**config.mk**
```make
export PLATFORM = sky130hd
export DESIGN_NAME = ultrasonic_echo_ranger
export DESIGN_NICKNAME = d
export VERILOG_FILES = /design/src/rtl/core/uer_pkg.sv /design/src/rtl/core/uer_cfg.sv /design/src/rtl/core/uer_dist.sv /design/src/rtl/core/uer_core.sv /design/src/rtl/core/ultrasonic_echo_ranger.sv
export VERILOG_INCLUDE_DIRS = /design/src /design/src/rtl/core
export SDC_FILE = /design/constraint.sdc
export NUM_CORES = 1
export LEC_CHECK = 0
export ABC_AREA = 0
export BUFFER_PORTS_ARGS = -buffer_cell sky130_fd_sc_hd__buf_2
export CAP_MARGIN = 20
export CELL_PAD_IN_SITES_DETAIL_PLACEMENT = 2
export CELL_PAD_IN_SITES_GLOBAL_PLACEMENT = 2
export CORE_ASPECT_RATIO = 0.5
export CORE_UTILIZATION = 33
export CTS_CLUSTER_SIZE = 30
export DETAILED_ROUTE_END_ITERATION = 16
export PLACE_DENSITY = 0.67
export SLEW_MARGIN = 20
export SYNTH_ARGS = -nofsm -noshare
export SYNTH_HDL_FRONTEND = slang
export SYNTH_HIERARCHICAL = 1
export SYNTH_SLANG_ARGS = --single-unit
```
**constraint.sdc**
```tcl
create_clock -name aclk -period 11.6 [get_ports aclk]
set_input_delay 0.58 -clock aclk [delete_from_list [all_inputs] [get_ports aclk]]
set_output_delay 0.58 -clock aclk [all_outputs]
set_load 0.03 [all_outputs]
```
**src/rtl/core/ultrasonic_echo_ranger_macros.svh**
```systemverilog
// Assertion macros shared by the ranger RTL.
// No dependencies; define NO_ASSERTIONS to compile the checks out.
`ifndef ULTRASONIC_ECHO_RANGER_MACROS_SVH
`define ULTRASONIC_ECHO_RANGER_MACROS_SVH

`ifndef NO_ASSERTIONS

// Plain property check on the rising clock, off while reset is asserted.
`define UER_ASSERT(lbl, clk, rstn, prop, msg) \
    lbl: assert property (@(posedge clk) disable iff (!rstn) (prop)) else $error(msg);

// Same-cycle implication check, off while reset is asserted.
`define UER_ASSERT_IMPL(lbl, clk, rstn, ante, cons, msg) \
    lbl: assert property (@(posedge clk) disable iff (!rstn) (ante) |-> (cons)) else $error(msg);

`else

`define UER_ASSERT(lbl, clk, rstn, prop, msg)
`define UER_ASSERT_IMPL(lbl, clk, rstn, ante, cons, msg)

`endif

`endif

```
**src/rtl/core/uer_pkg.sv**
```systemverilog
// Types and constants for the ultrasonic echo ranger.
// Used by every module in rtl/core; no dependencies.
package uer_pkg;

    localparam int CNT_W  = 17;
    localparam int PRE_W  = 10;
    localparam int DIST_W = 17;

    localparam logic [CNT_W-1:0] CNT_MAX = {CNT_W{1'b1}};

    typedef enum logic [2:0] {
        PH_IDLE      = 3'd0,
        PH_SETTLE    = 3'd1,
        PH_TRIG_LOW  = 3'd2,
        PH_TRIG_HIGH = 3'd3,
        PH_RISE      = 3'd4,
        PH_FALL      = 3'd5
    } phase_t;

    localparam logic [2:0] ST_OK     = 3'd0;
    localparam logic [2:0] ST_SETTLE = 3'd1;
    localparam logic [2:0] ST_RISE   = 3'd2;
    localparam logic [2:0] ST_FALL   = 3'd3;
    localparam logic [2:0] ST_RANGE  = 3'd4;

    localparam logic [2:0] CFG_SETTLE_TO = 3'd0;
    localparam logic [2:0] CFG_RISE_TO   = 3'd1;
    localparam logic [2:0] CFG_FALL_TO   = 3'd2;
    localparam logic [2:0] CFG_TRIG_LOW  = 3'd3;
    localparam logic [2:0] CFG_TRIG_HIGH = 3'd4;
    localparam logic [2:0] CFG_MIN_DIST  = 3'd5;
    localparam logic [2:0] CFG_MAX_DIST  = 3'd6;

    typedef struct packed {
        logic start_req;
        logic echo_level;
    } in_t;

    typedef struct packed {
        logic        trigger_out;
        logic        busy_res;
        logic        done_res;
        logic [2:0]  status;
        logic [15:0] distance;
    } out_t;

    typedef struct packed {
        logic [15:0] settle_timeout_us;
        logic [15:0] rise_timeout_us;
        logic [15:0] fall_timeout_us;
        logic [7:0]  trigger_low_us;
        logic [7:0]  trigger_high_us;
        logic [15:0] min_distance;
        logic [15:0] max_distance;
    } cfg_t;

    localparam cfg_t CFG_RESET = '{
        settle_timeout_us: 16'd2000,
        rise_timeout_us:   16'd30000,
        fall_timeout_us:   16'd30000,
        trigger_low_us:    8'd2,
        trigger_high_us:   8'd10,
        min_distance:      16'd200,
        max_distance:      16'd40000
    };

    // Control from the sequencer to the distance accumulator.
    typedef struct packed {
        logic clear;
        logic inc;
    } dist_ctl_t;

endpackage

```
**src/rtl/core/uer_cfg.sv**
```systemverilog
// Configuration register file of the echo ranger.
// Depends on uer_pkg.
module uer_cfg (
    input  logic                aclk,
    input  logic                aresetn,
    input  logic                cfg_valid,
    output logic                cfg_ready,
    input  logic [2:0]          cfg_index,
    input  logic [15:0]         cfg_wdata,
    output uer_pkg::cfg_t       cfg
);

    uer_pkg::cfg_t cfg_reg;

    assign cfg_ready = 1'b1;
    assign cfg       = cfg_reg;

    always_ff @(posedge aclk) begin
        if (!aresetn) begin
            cfg_reg <= uer_pkg::CFG_RESET;
        end else if (cfg_valid) begin
            unique case (cfg_index)
                uer_pkg::CFG_SETTLE_TO: cfg_reg.settle_timeout_us <= cfg_wdata;
                uer_pkg::CFG_RISE_TO:   cfg_reg.rise_timeout_us   <= cfg_wdata;
                uer_pkg::CFG_FALL_TO:   cfg_reg.fall_timeout_us   <= cfg_wdata;
                uer_pkg::CFG_TRIG_LOW:  cfg_reg.trigger_low_us    <= cfg_wdata[7:0];
                uer_pkg::CFG_TRIG_HIGH: cfg_reg.trigger_high_us   <= cfg_wdata[7:0];
                uer_pkg::CFG_MIN_DIST:  cfg_reg.min_distance      <= cfg_wdata;
                uer_pkg::CFG_MAX_DIST:  cfg_reg.max_distance      <= cfg_wdata;
                default: begin
                end
            endcase
        end
    end

endmodule

```
**src/rtl/core/uer_dist.sv**
```systemverilog
// Running distance accumulator: tracks floor(count * 17 / 10) as the echo
// counter advances, so no multiply or divide is needed. Depends on uer_pkg.
module uer_dist (
    input  logic                          aclk,
    input  logic                          aresetn,
    input  uer_pkg::dist_ctl_t            ctl,
    output logic [uer_pkg::DIST_W-1:0]    dist_val
);

    logic [uer_pkg::DIST_W-1:0] quot_reg, quot_next;
    logic [3:0]                 rem_reg, rem_next;
    logic [4:0]                 rem_sum;
    logic                       carry;

    // each count adds 1.7: one to the quotient, seven tenths to the remainder
    assign rem_sum  = {1'b0, rem_reg} + 5'd7;
    assign carry    = (rem_sum >= 5'd10);
    assign dist_val = quot_reg;

    always_comb begin
        quot_next = quot_reg;
        rem_next  = rem_reg;
        if (ctl.clear) begin
            quot_next = '0;
            rem_next  = '0;
        end else if (ctl.inc) begin
            quot_next = quot_reg + {{(uer_pkg::DIST_W-2){1'b0}}, (carry ? 2'd2 : 2'd1)};
            rem_next  = carry ? 4'(rem_sum - 5'd10) : rem_sum[3:0];
        end
    end

    always_ff @(posedge aclk) begin
        if (!aresetn) begin
            quot_reg <= '0;
            rem_reg  <= '0;
        end else begin
            quot_reg <= quot_next;
            rem_reg  <= rem_next;
        end
    end

endmodule

```
**src/rtl/core/uer_core.sv**
```systemverilog
// Measurement sequencer: phase FSM, microsecond prescaler, phase counter.
// Depends on uer_pkg, uer_dist and the assertion macro header.
`include "ultrasonic_echo_ranger_macros.svh"

module uer_core #(
    parameter int TICKS_PER_US = 1
) (
    input  logic                aclk,
    input  logic                aresetn,
    input  logic                step,
    input  uer_pkg::in_t        in_beat,
    input  uer_pkg::cfg_t       cfg,
    output uer_pkg::out_t       res
);

    localparam int TPU_RAW = TICKS_PER_US % (2 ** uer_pkg::PRE_W);
    localparam logic [uer_pkg::PRE_W-1:0] TPU =
        (TPU_RAW == 0) ? uer_pkg::PRE_W'(1) : uer_pkg::PRE_W'(TPU_RAW);

    uer_pkg::phase_t                 phase_reg, phase_next, enter_ph;
    logic [uer_pkg::CNT_W-1:0]       cnt_reg, cnt_next, cnt_inc;
    logic [uer_pkg::PRE_W-1:0]       pre_reg, pre_next, pre_inc;
    logic                            strobe, cnt_can, enter, done;
    logic [2:0]                      status;
    logic [15:0]                     dist_out;
    logic [uer_pkg::DIST_W-1:0]      dacc;
    logic                            range_bad;
    uer_pkg::dist_ctl_t              dctl, dctl_step;

    uer_dist u_dist (
        .aclk     (aclk),
        .aresetn  (aresetn),
        .ctl      (dctl_step),
        .dist_val (dacc)
    );

    assign dctl_step = step ? dctl : '0;

    assign range_bad = (dacc < {1'b0, cfg.min_distance})
                    || (dacc > {1'b0, cfg.max_distance})
                    || dacc[uer_pkg::DIST_W-1];

    always_comb begin
        phase_next = phase_reg;
        cnt_next   = cnt_reg;
        pre_next   = pre_reg;
        strobe     = 1'b0;
        enter      = 1'b0;
        enter_ph   = uer_pkg::PH_IDLE;
        done       = 1'b0;
        status     = uer_pkg::ST_OK;
        dist_out   = '0;
        dctl       = '0;

        pre_inc = pre_reg + uer_pkg::PRE_W'(1);
        if (phase_reg != uer_pkg::PH_IDLE) begin
            if (pre_inc >= TPU) begin
                pre_next = '0;
                strobe   = 1'b1;
            end else begin
                pre_next = pre_inc;
            end
        end
        cnt_can = strobe && (cnt_reg != uer_pkg::CNT_MAX);
        cnt_inc = cnt_reg + {{(uer_pkg::CNT_W-1){1'b0}}, cnt_can};

        unique case (phase_reg)
            uer_pkg::PH_SETTLE: begin
                if (!in_beat.echo_level) begin
                    enter    = 1'b1;
                    enter_ph = uer_pkg::PH_TRIG_LOW;
                end else if (cnt_reg > {1'b0, cfg.settle_timeout_us}) begin
                    done   = 1'b1;
                    status = uer_pkg::ST_SETTLE;
                    enter  = 1'b1;
                end else begin
                    cnt_next = cnt_inc;
                end
            end
            uer_pkg::PH_TRIG_LOW: begin
                if (cnt_inc >= {9'd0, cfg.trigger_low_us}) begin
                    enter    = 1'b1;
                    enter_ph = uer_pkg::PH_TRIG_HIGH;
                end else begin
                    cnt_next = cnt_inc;
                end
            end
            uer_pkg::PH_TRIG_HIGH: begin
                if (cnt_inc >= {9'd0, cfg.trigger_high_us}) begin
                    enter    = 1'b1;
                    enter_ph = uer_pkg::PH_RISE;
                end else begin
                    cnt_next = cnt_inc;
                end
            end
            uer_pkg::PH_RISE: begin
                if (in_beat.echo_level) begin
                    enter    = 1'b1;
                    enter_ph = uer_pkg::PH_FALL;
                end else if (cnt_reg > {1'b0, cfg.rise_timeout_us}) begin
                    done   = 1'b1;
                    status = uer_pkg::ST_RISE;
                    enter  = 1'b1;
                end else begin
                    cnt_next = cnt_inc;
                end
            end
            uer_pkg::PH_FALL: begin
                if (!in_beat.echo_level) begin
                    done  = 1'b1;
                    enter = 1'b1;
                    if (cnt_reg > {1'b0, cfg.fall_timeout_us}) begin
                        status = uer_pkg::ST_FALL;
                    end else if (range_bad) begin
                        status = uer_pkg::ST_RANGE;
                    end else begin
                        dist_out = dacc[15:0];
                    end
                end else if (cnt_reg > {1'b0, cfg.fall_timeout_us}) begin
                    done   = 1'b1;
                    status = uer_pkg::ST_FALL;
                    enter  = 1'b1;
                end else begin
                    cnt_next = cnt_inc;
                    dctl.inc = cnt_can;
                end
            end
            default: begin
                // idle and unused codes
                phase_next = uer_pkg::PH_IDLE;
                if (in_beat.start_req) begin
                    enter    = 1'b1;
                    enter_ph = uer_pkg::PH_SETTLE;
                end
            end
        endcase

        if (enter) begin
            phase_next = enter_ph;
            cnt_next   = '0;
            pre_next   = '0;
            dctl.clear = 1'b1;
        end

        res.trigger_out = (phase_next == uer_pkg::PH_TRIG_HIGH);
        res.busy_res    = (phase_next != uer_pkg::PH_IDLE);
        res.done_res    = done;
        res.status      = status;
        res.distance    = dist_out;
    end

    always_ff @(posedge aclk) begin
        if (!aresetn) begin
            phase_reg <= uer_pkg::PH_IDLE;
            cnt_reg   <= '0;
            pre_reg   <= '0;
        end else if (step) begin
            phase_reg <= phase_next;
            cnt_reg   <= cnt_next;
            pre_reg   <= pre_next;
        end
    end

    // a phase change always restarts the counter, prescaler and accumulator
    `UER_ASSERT_IMPL(a_phase_restart, aclk, aresetn, $past(aresetn) && (phase_reg != $past(phase_reg)), (cnt_reg == '0) && (pre_reg == '0) && (dacc == '0), "phase entered with stale counters")
    `UER_ASSERT_IMPL(a_idle_zero, aclk, aresetn, phase_reg == uer_pkg::PH_IDLE, (cnt_reg == '0) && (pre_reg == '0), "counters running while idle")
    `UER_ASSERT_IMPL(a_hold_no_step, aclk, aresetn, $past(aresetn) && !$past(step), $stable(phase_reg) && $stable(cnt_reg) && $stable(pre_reg), "state moved without an accepted beat")

endmodule

```
**src/rtl/core/ultrasonic_echo_ranger.sv**
```systemverilog
// Ultrasonic echo ranger top level. Each accepted input beat is registered as a
// result beat, shown in the cycle after it is accepted. Throughput: one input beat per
// cycle; the output register lets input proceed whenever the result is taken or empty.
// Reset (aresetn, synchronous, active low): sequencer idle, counters zero,
// configuration registers at their defaults, no result pending.
// Depends on uer_pkg, uer_cfg, uer_core and the assertion macro header.
`include "ultrasonic_echo_ranger_macros.svh"

module ultrasonic_echo_ranger #(
    parameter int TICKS_PER_US = 1
) (
    input  logic                aclk,
    input  logic                aresetn,
    input  logic                s_valid,
    output logic                s_ready,
    input  uer_pkg::in_t        s_data,
    output logic                m_valid,
    input  logic                m_ready,
    output uer_pkg::out_t       m_data,
    input  logic                cfg_valid,
    output logic                cfg_ready,
    input  logic [2:0]          cfg_index,
    input  logic [15:0]         cfg_wdata
);

    uer_pkg::cfg_t  cfg;
    uer_pkg::out_t  res_next, res_reg;
    logic           m_valid_reg;
    logic           step;

    uer_cfg u_cfg (
        .aclk      (aclk),
        .aresetn   (aresetn),
        .cfg_valid (cfg_valid),
        .cfg_ready (cfg_ready),
        .cfg_index (cfg_index),
        .cfg_wdata (cfg_wdata),
        .cfg       (cfg)
    );

    uer_core #(
        .TICKS_PER_US (TICKS_PER_US)
    ) u_core (
        .aclk    (aclk),
        .aresetn (aresetn),
        .step    (step),
        .in_beat (s_data),
        .cfg     (cfg),
        .res     (res_next)
    );

    assign s_ready = !m_valid_reg || m_ready;
    assign step    = s_valid && s_ready;
    assign m_valid = m_valid_reg;
    assign m_data  = res_reg;

    always_ff @(posedge aclk) begin
        if (!aresetn) begin
            m_valid_reg <= 1'b0;
        end else if (step) begin
            m_valid_reg <= 1'b1;
        end else if (m_ready) begin
            m_valid_reg <= 1'b0;
        end
    end

    always_ff @(posedge aclk) begin
        if (step) begin
            res_reg <= res_next;
        end
    end

    `UER_ASSERT_IMPL(a_fail_no_dist, aclk, aresetn, m_valid_reg && (res_reg.status != uer_pkg::ST_OK), res_reg.done_res && (res_reg.distance == '0), "failed result carries a distance")
    `UER_ASSERT_IMPL(a_done_not_busy, aclk, aresetn, m_valid_reg && res_reg.done_res, !res_reg.busy_res, "result done while still busy")
    `UER_ASSERT_IMPL(a_beat_to_result, aclk, aresetn, $past(aresetn) && $past(step), m_valid_reg, "accepted beat produced no result")

endmodule
```
* After elaboration in Yosys (flattened, before gate mapping)
Index checks and enable logic that the tools add are counted.
** Word-level totals
- Register bits after elaboration :: 170
- Word-level logic and storage cells :: 133
- Output and inout bits :: 25
- Input bits :: 26
- Latch bits :: 0
- Memories kept :: 0
- ROM bits :: 0
- RAM bits :: 0
** Cells by class
- Multipliers :: 0
- $add $sub $neg :: 5
- Mux-type cells :: 54
- Shift operators :: 0
- Equality and inequality tests :: 21
- Bitwise logic cells :: 2
- Magnitude comparators :: 9
- Reduce and logical (&&, ||, !) cells :: 24
- Div/mod/pow operators :: 0
** Operator list (count)
- 17-bit 2-to-1 mux :: 9
- 17-bit one-hot mux with 5 select lines :: 1
- 17-bit by 16-bit > comparator with 1-bit output :: 4
- 17-bit by 8-bit >= comparator with 1-bit output :: 2
- 10-bit 2-to-1 mux :: 3
- 3-bit 2-to-1 mux :: 9
- 3-bit by 2-bit != test with 1-bit output (second input constant) :: 8
- 1-bit 2-to-1 mux :: 21
- 17-bit by 1-bit adder with 17-bit output :: 1
- 17-bit by 2-bit adder with 17-bit output :: 1
- 17-bit by 16-bit < comparator with 1-bit output :: 1
- 17-bit != test (second input constant) :: 1
- 2-bit AND reduction :: 8
- 3-bit by 2-bit equality test with 1-bit output (second input constant) :: 5
- 3-bit equality test (second input constant) :: 5
- 3-bit one-hot mux with 5 select lines :: 1
- 2-bit 2-to-1 mux :: 6
- 10-bit by 1-bit adder with 10-bit output (second input constant) :: 1
- 10-bit by 1-bit >= comparator with 1-bit output (second input constant) :: 1
- 10-bit AND reduction :: 1
- 3-bit one-hot mux with 3 select lines :: 1
- 3-bit by 1-bit equality test with 1-bit output (second input constant) :: 2
- 3-bit nonzero test :: 2
- 6-bit nonzero test :: 1
- 15 further kinds :: 20

* Longest topological paths before layout
- Word-level depth :: 12
- Mapped depth :: 25
- Gate-level depth less buffers :: 24

* Cells and area by module
Netlist, hierarchy kept.
** By module, submodules not included
- uer_core :: area each 4605.7 sq um, sequential area each 600.6 sq um, cells each 615, instances 1
- uer_cfg :: area each 3689.8 sq um, sequential area each 1921.8 sq um, cells each 355, instances 1
- uer_dist :: area each 1068.5 sq um, sequential area each 420.4 sq um, cells each 121, instances 1
- ultrasonic_echo_ranger :: area each 718.2 sq um, sequential area each 680.7 sq um, cells each 27, instances 1

* Least setup slack after synthesis
Ideal clock, no wire load.
- Path kind :: flip-flop to flip-flop
- Start point :: register u_core/cnt_reg[5] (netlist bit)
- End point :: register u_core.u_dist.quot_reg (netlist bit u_core/u_dist/dist_val[10])
- Arrival :: 4.936 ns
- Period minus slack after synthesis :: 5.001 ns
- Path slack :: 6.599 ns
- Stages on the path, launching flop included :: 25
- Path buffers :: 5
- Setup time :: 0.065 ns
- Required time :: 11.535 ns
- Path through :: dfxtp_1 buf_4 nand4_1 buf_4 or4_1 and3_1 ha_1 ha_1 nand3_2 nor2_1 or2_2 ha_1 a21o_1 a211oi_1 o21ai_0 a21oi_1 a311oi_1 or4b_1 buf_2 o22ai_4 nor2_1 nand2b_1 clkbuf_1 buf_1 nor2_1
** RTL lines
- start: declaration :: RTL line uer_core.sv:21 : logic [uer_pkg::CNT_W-1:0] cnt_reg, cnt_next, cnt_inc;
- start signal: assignment :: RTL line uer_core.sv:159 : cnt_reg <= cnt_next;
- end signal: assignment :: RTL line uer_dist.sv:37 : quot_reg <= quot_next;
- end: declaration :: RTL line uer_dist.sv:10 : logic [uer_pkg::DIST_W-1:0] quot_reg, quot_next;

==> flow_summary.ini <==
[power_and_ir_drop]
ir_worst_vdd_uv = 108.1
p_per_area_mw_per_mm2 = 117.9
total_power_mw = 1.330
p_leak_nw = 5.145

[floorplan]
die_area_mm2 = 0.03130
die_h_um = 125.6
core_area_mm2 = 0.02951
start_util = 0.3417
pin_count = 51
rows = 44
die_w_um = 249.2

[setup_path]
criticalPathCategory = register to register
crit_path_end_kind = register
r2r-start = u_core/cnt_reg[5]$_SDFFE_PN0P_
r2r_setup_slack_ps = 5150
cp_data_arrival_time_ps = 6800
crit_fanout = 20
critPathLaunchType = register
crit_path_start = u_core/cnt_reg[5]$_SDFFE_PN0P_
required_ps = 11950

[clocking]
cts.clk_slew.worst_paths_ps = 70
clock-sinks = 170
insertion_delay_ps = 460
numCtsBuffers = 17
ctsResizeCount = 0
h-tree-depth = 4
post_cts_buffers = 0
clock-root-buffer = clkbuf_16
cts_tree = yes
cts-hold-fix-buffers = 0
clock_path_buffers = 2

[drt]
drc_errors = 0
wl_met1_um = 14860
wl_met3_um = 1056
first_iter_violations = 262
routedWlPerCell_um = 20.05
met2_length_um = 14560
wirelength_um = 31050
firstDrtPassIters = 4
highest_layer = met4
via_per_inst = 5.278
ant_nets = 0
num_vias = 8176

[sta]
finalSetupTns_ps = 0
finalClockSkew_ps = 11.05
report.final.slew_viol_count = 0
slew_headroom = 0.3168
max_clock_freq_mhz = 155.1
hold_violations = 0
setup_violations = 0
rsz0062_at_grt = false
fin_crit_sh = 0.5558
worst_slew_pin_slew_ps = 1016
fin_hold_ws_ps = 384.5
period_minus_slack_ps = 6447

[yosys]
synth_area_leaders = dfxtp_1, ha_1, mux2i_1
avgSynthCellArea_um2 = 9.018
synth-edff-count = 22
ys_seq_area_frac = 0.3594
yosys-top-cells-count = dfxtp_1, inv_1, nand2_1
synth_top_area_cell = dfxtp_1
synthFlopType = dfxtp_1
yosys_warnings = 6
synth_cell_types = 82
synth_most_common_cell = dfxtp_1
synth_top_area_frac = 0.2939
syn_area_mm2 = 0.01008
synth_seq_cells = 170
syn-num-nets = 1251
async_flop_share = 0
synthCells = 1118

[global_route]
grt_pass1_wl_um = 49690
overflow = 0
grt_max_degree = 65
antenna_found_initial = 0
grt_pass1_vias = 9037
grt_use_total = 0.2054

[finish]
seqCellArea_mm2 = 0.003623
multi_input_area_mm2 = 0.005829
drive_above_1_share = 0.09672
syn_to_final_growth_pct = 11.84
n_fill_cell = 3274
largest_reg_flops = 96
antenna_cells = 0
nets = 1279

[placement]
dp_hpwl_um = 23770
gp_congestion = 0.8380
portBuffers = 49

[run]
drv_cap = 0

[min_path]
hp-class = input pin to register
hp-start = s_valid

[run_status]
status = finished clean
power breakdown:
| group | switching [mW] | internal, mW |
|---|---|---|
| combinational | 0.0875 | 0.0399 |
| clock | 0.274 | 0.311 |
| sequential | 0.00846 | 0.609 |
| total | 0.370 | 0.960 |
routing by layer:
layer  track usage  vias up
met1        0.2645     4078
met2        0.3518       74
met4       0.06863        0
met5             0        -
met3       0.03102       37
li1              -     3987
path summary, 6_finish.rpt:
kind	endpoint	depth (start not counted)
max	u_core/u_dist/dist_val[15]$_SDFFE_PP0P_	19
min	m_valid$_SDFFE_PN0P_	3
max reg2reg	u_core/u_dist/dist_val[15]$_SDFFE_PP0P_	19
min reg2reg	u_cfg/cfg[8]$_SDFFE_PN0P_	2
final cells by class:
class	count	area share
timing repair buffer	57	0.02796
clock inverter	11	0.008655
sequential	170	0.3214
inverter	115	0.03828
tap	391	0.04339
multi-input combinational	785	0.5170
clock buffer	20	0.04339
cells by family (layout without fill, tap and decap cells):
kind of cell               after synthesis  in the layout  synth area share
adders and majority gates              107            107            0.1335
DFF                                    170            170            0.3594
xor gates and xnor gates                23             23           0.01998
other                                    1              1         0.0003719
and+or+nand+nor                        389            389            0.2070
buffers and inverters                  163            203           0.06565
muxes                                  102            102            0.1013
AOI/OAI and AO/OA                      163            163            0.1128
critical path: stages, from the launching register on:
cell      delay (ps)
dfxtp_1          530
nand4_1          420
or4_1            600
and3_1           230
ha_1             220
ha_1             250
nand3_2          190
nor2_1            80
or2_2            310
ha_1             340
nand4_1          130
nor4b_1          340
a311oi_1         130
a311o_1          420
o211ai_1         420
o22ai_4          190
nor2_1           440
nand2b_1         730
nor2_1            80
a41o_1           270
metrics by stage:
step	cell area, um2	setup WS, ps	std cells	util
detailed placement	10680	5186	1518	0.3619
CTS	11260	5120	1549	0.3817
finish	11280	5153	1549	0.3821
global placement	10660	5395	1517	0.3613
floorplan	10080	6599	1118	-
global route	11280	4726	1549	0.3821
cell usage in the layout (no fill, tap or decap), types with 14 or more instances in the layout:
cell type  netlist  final
a21o_1          22     22
a21oi_1         36     36
and3_1          16     16
buf_2           11     48
clkbuf_16        0     19
dfxtp_1        148    148
edfxtp_1        22     22
ha_1           106    106
inv_1          113    113
mux2i_1        102    102
nand2_1        109    109
nand3_1         47     47
nand4_1         20     20
nor2_1          46     46
nor2b_1         55     55
nor3_1          27     27
o21ai_0         30     30
xor2_1          14     14
No activity file was read; power rests on OpenSTA's default activity.
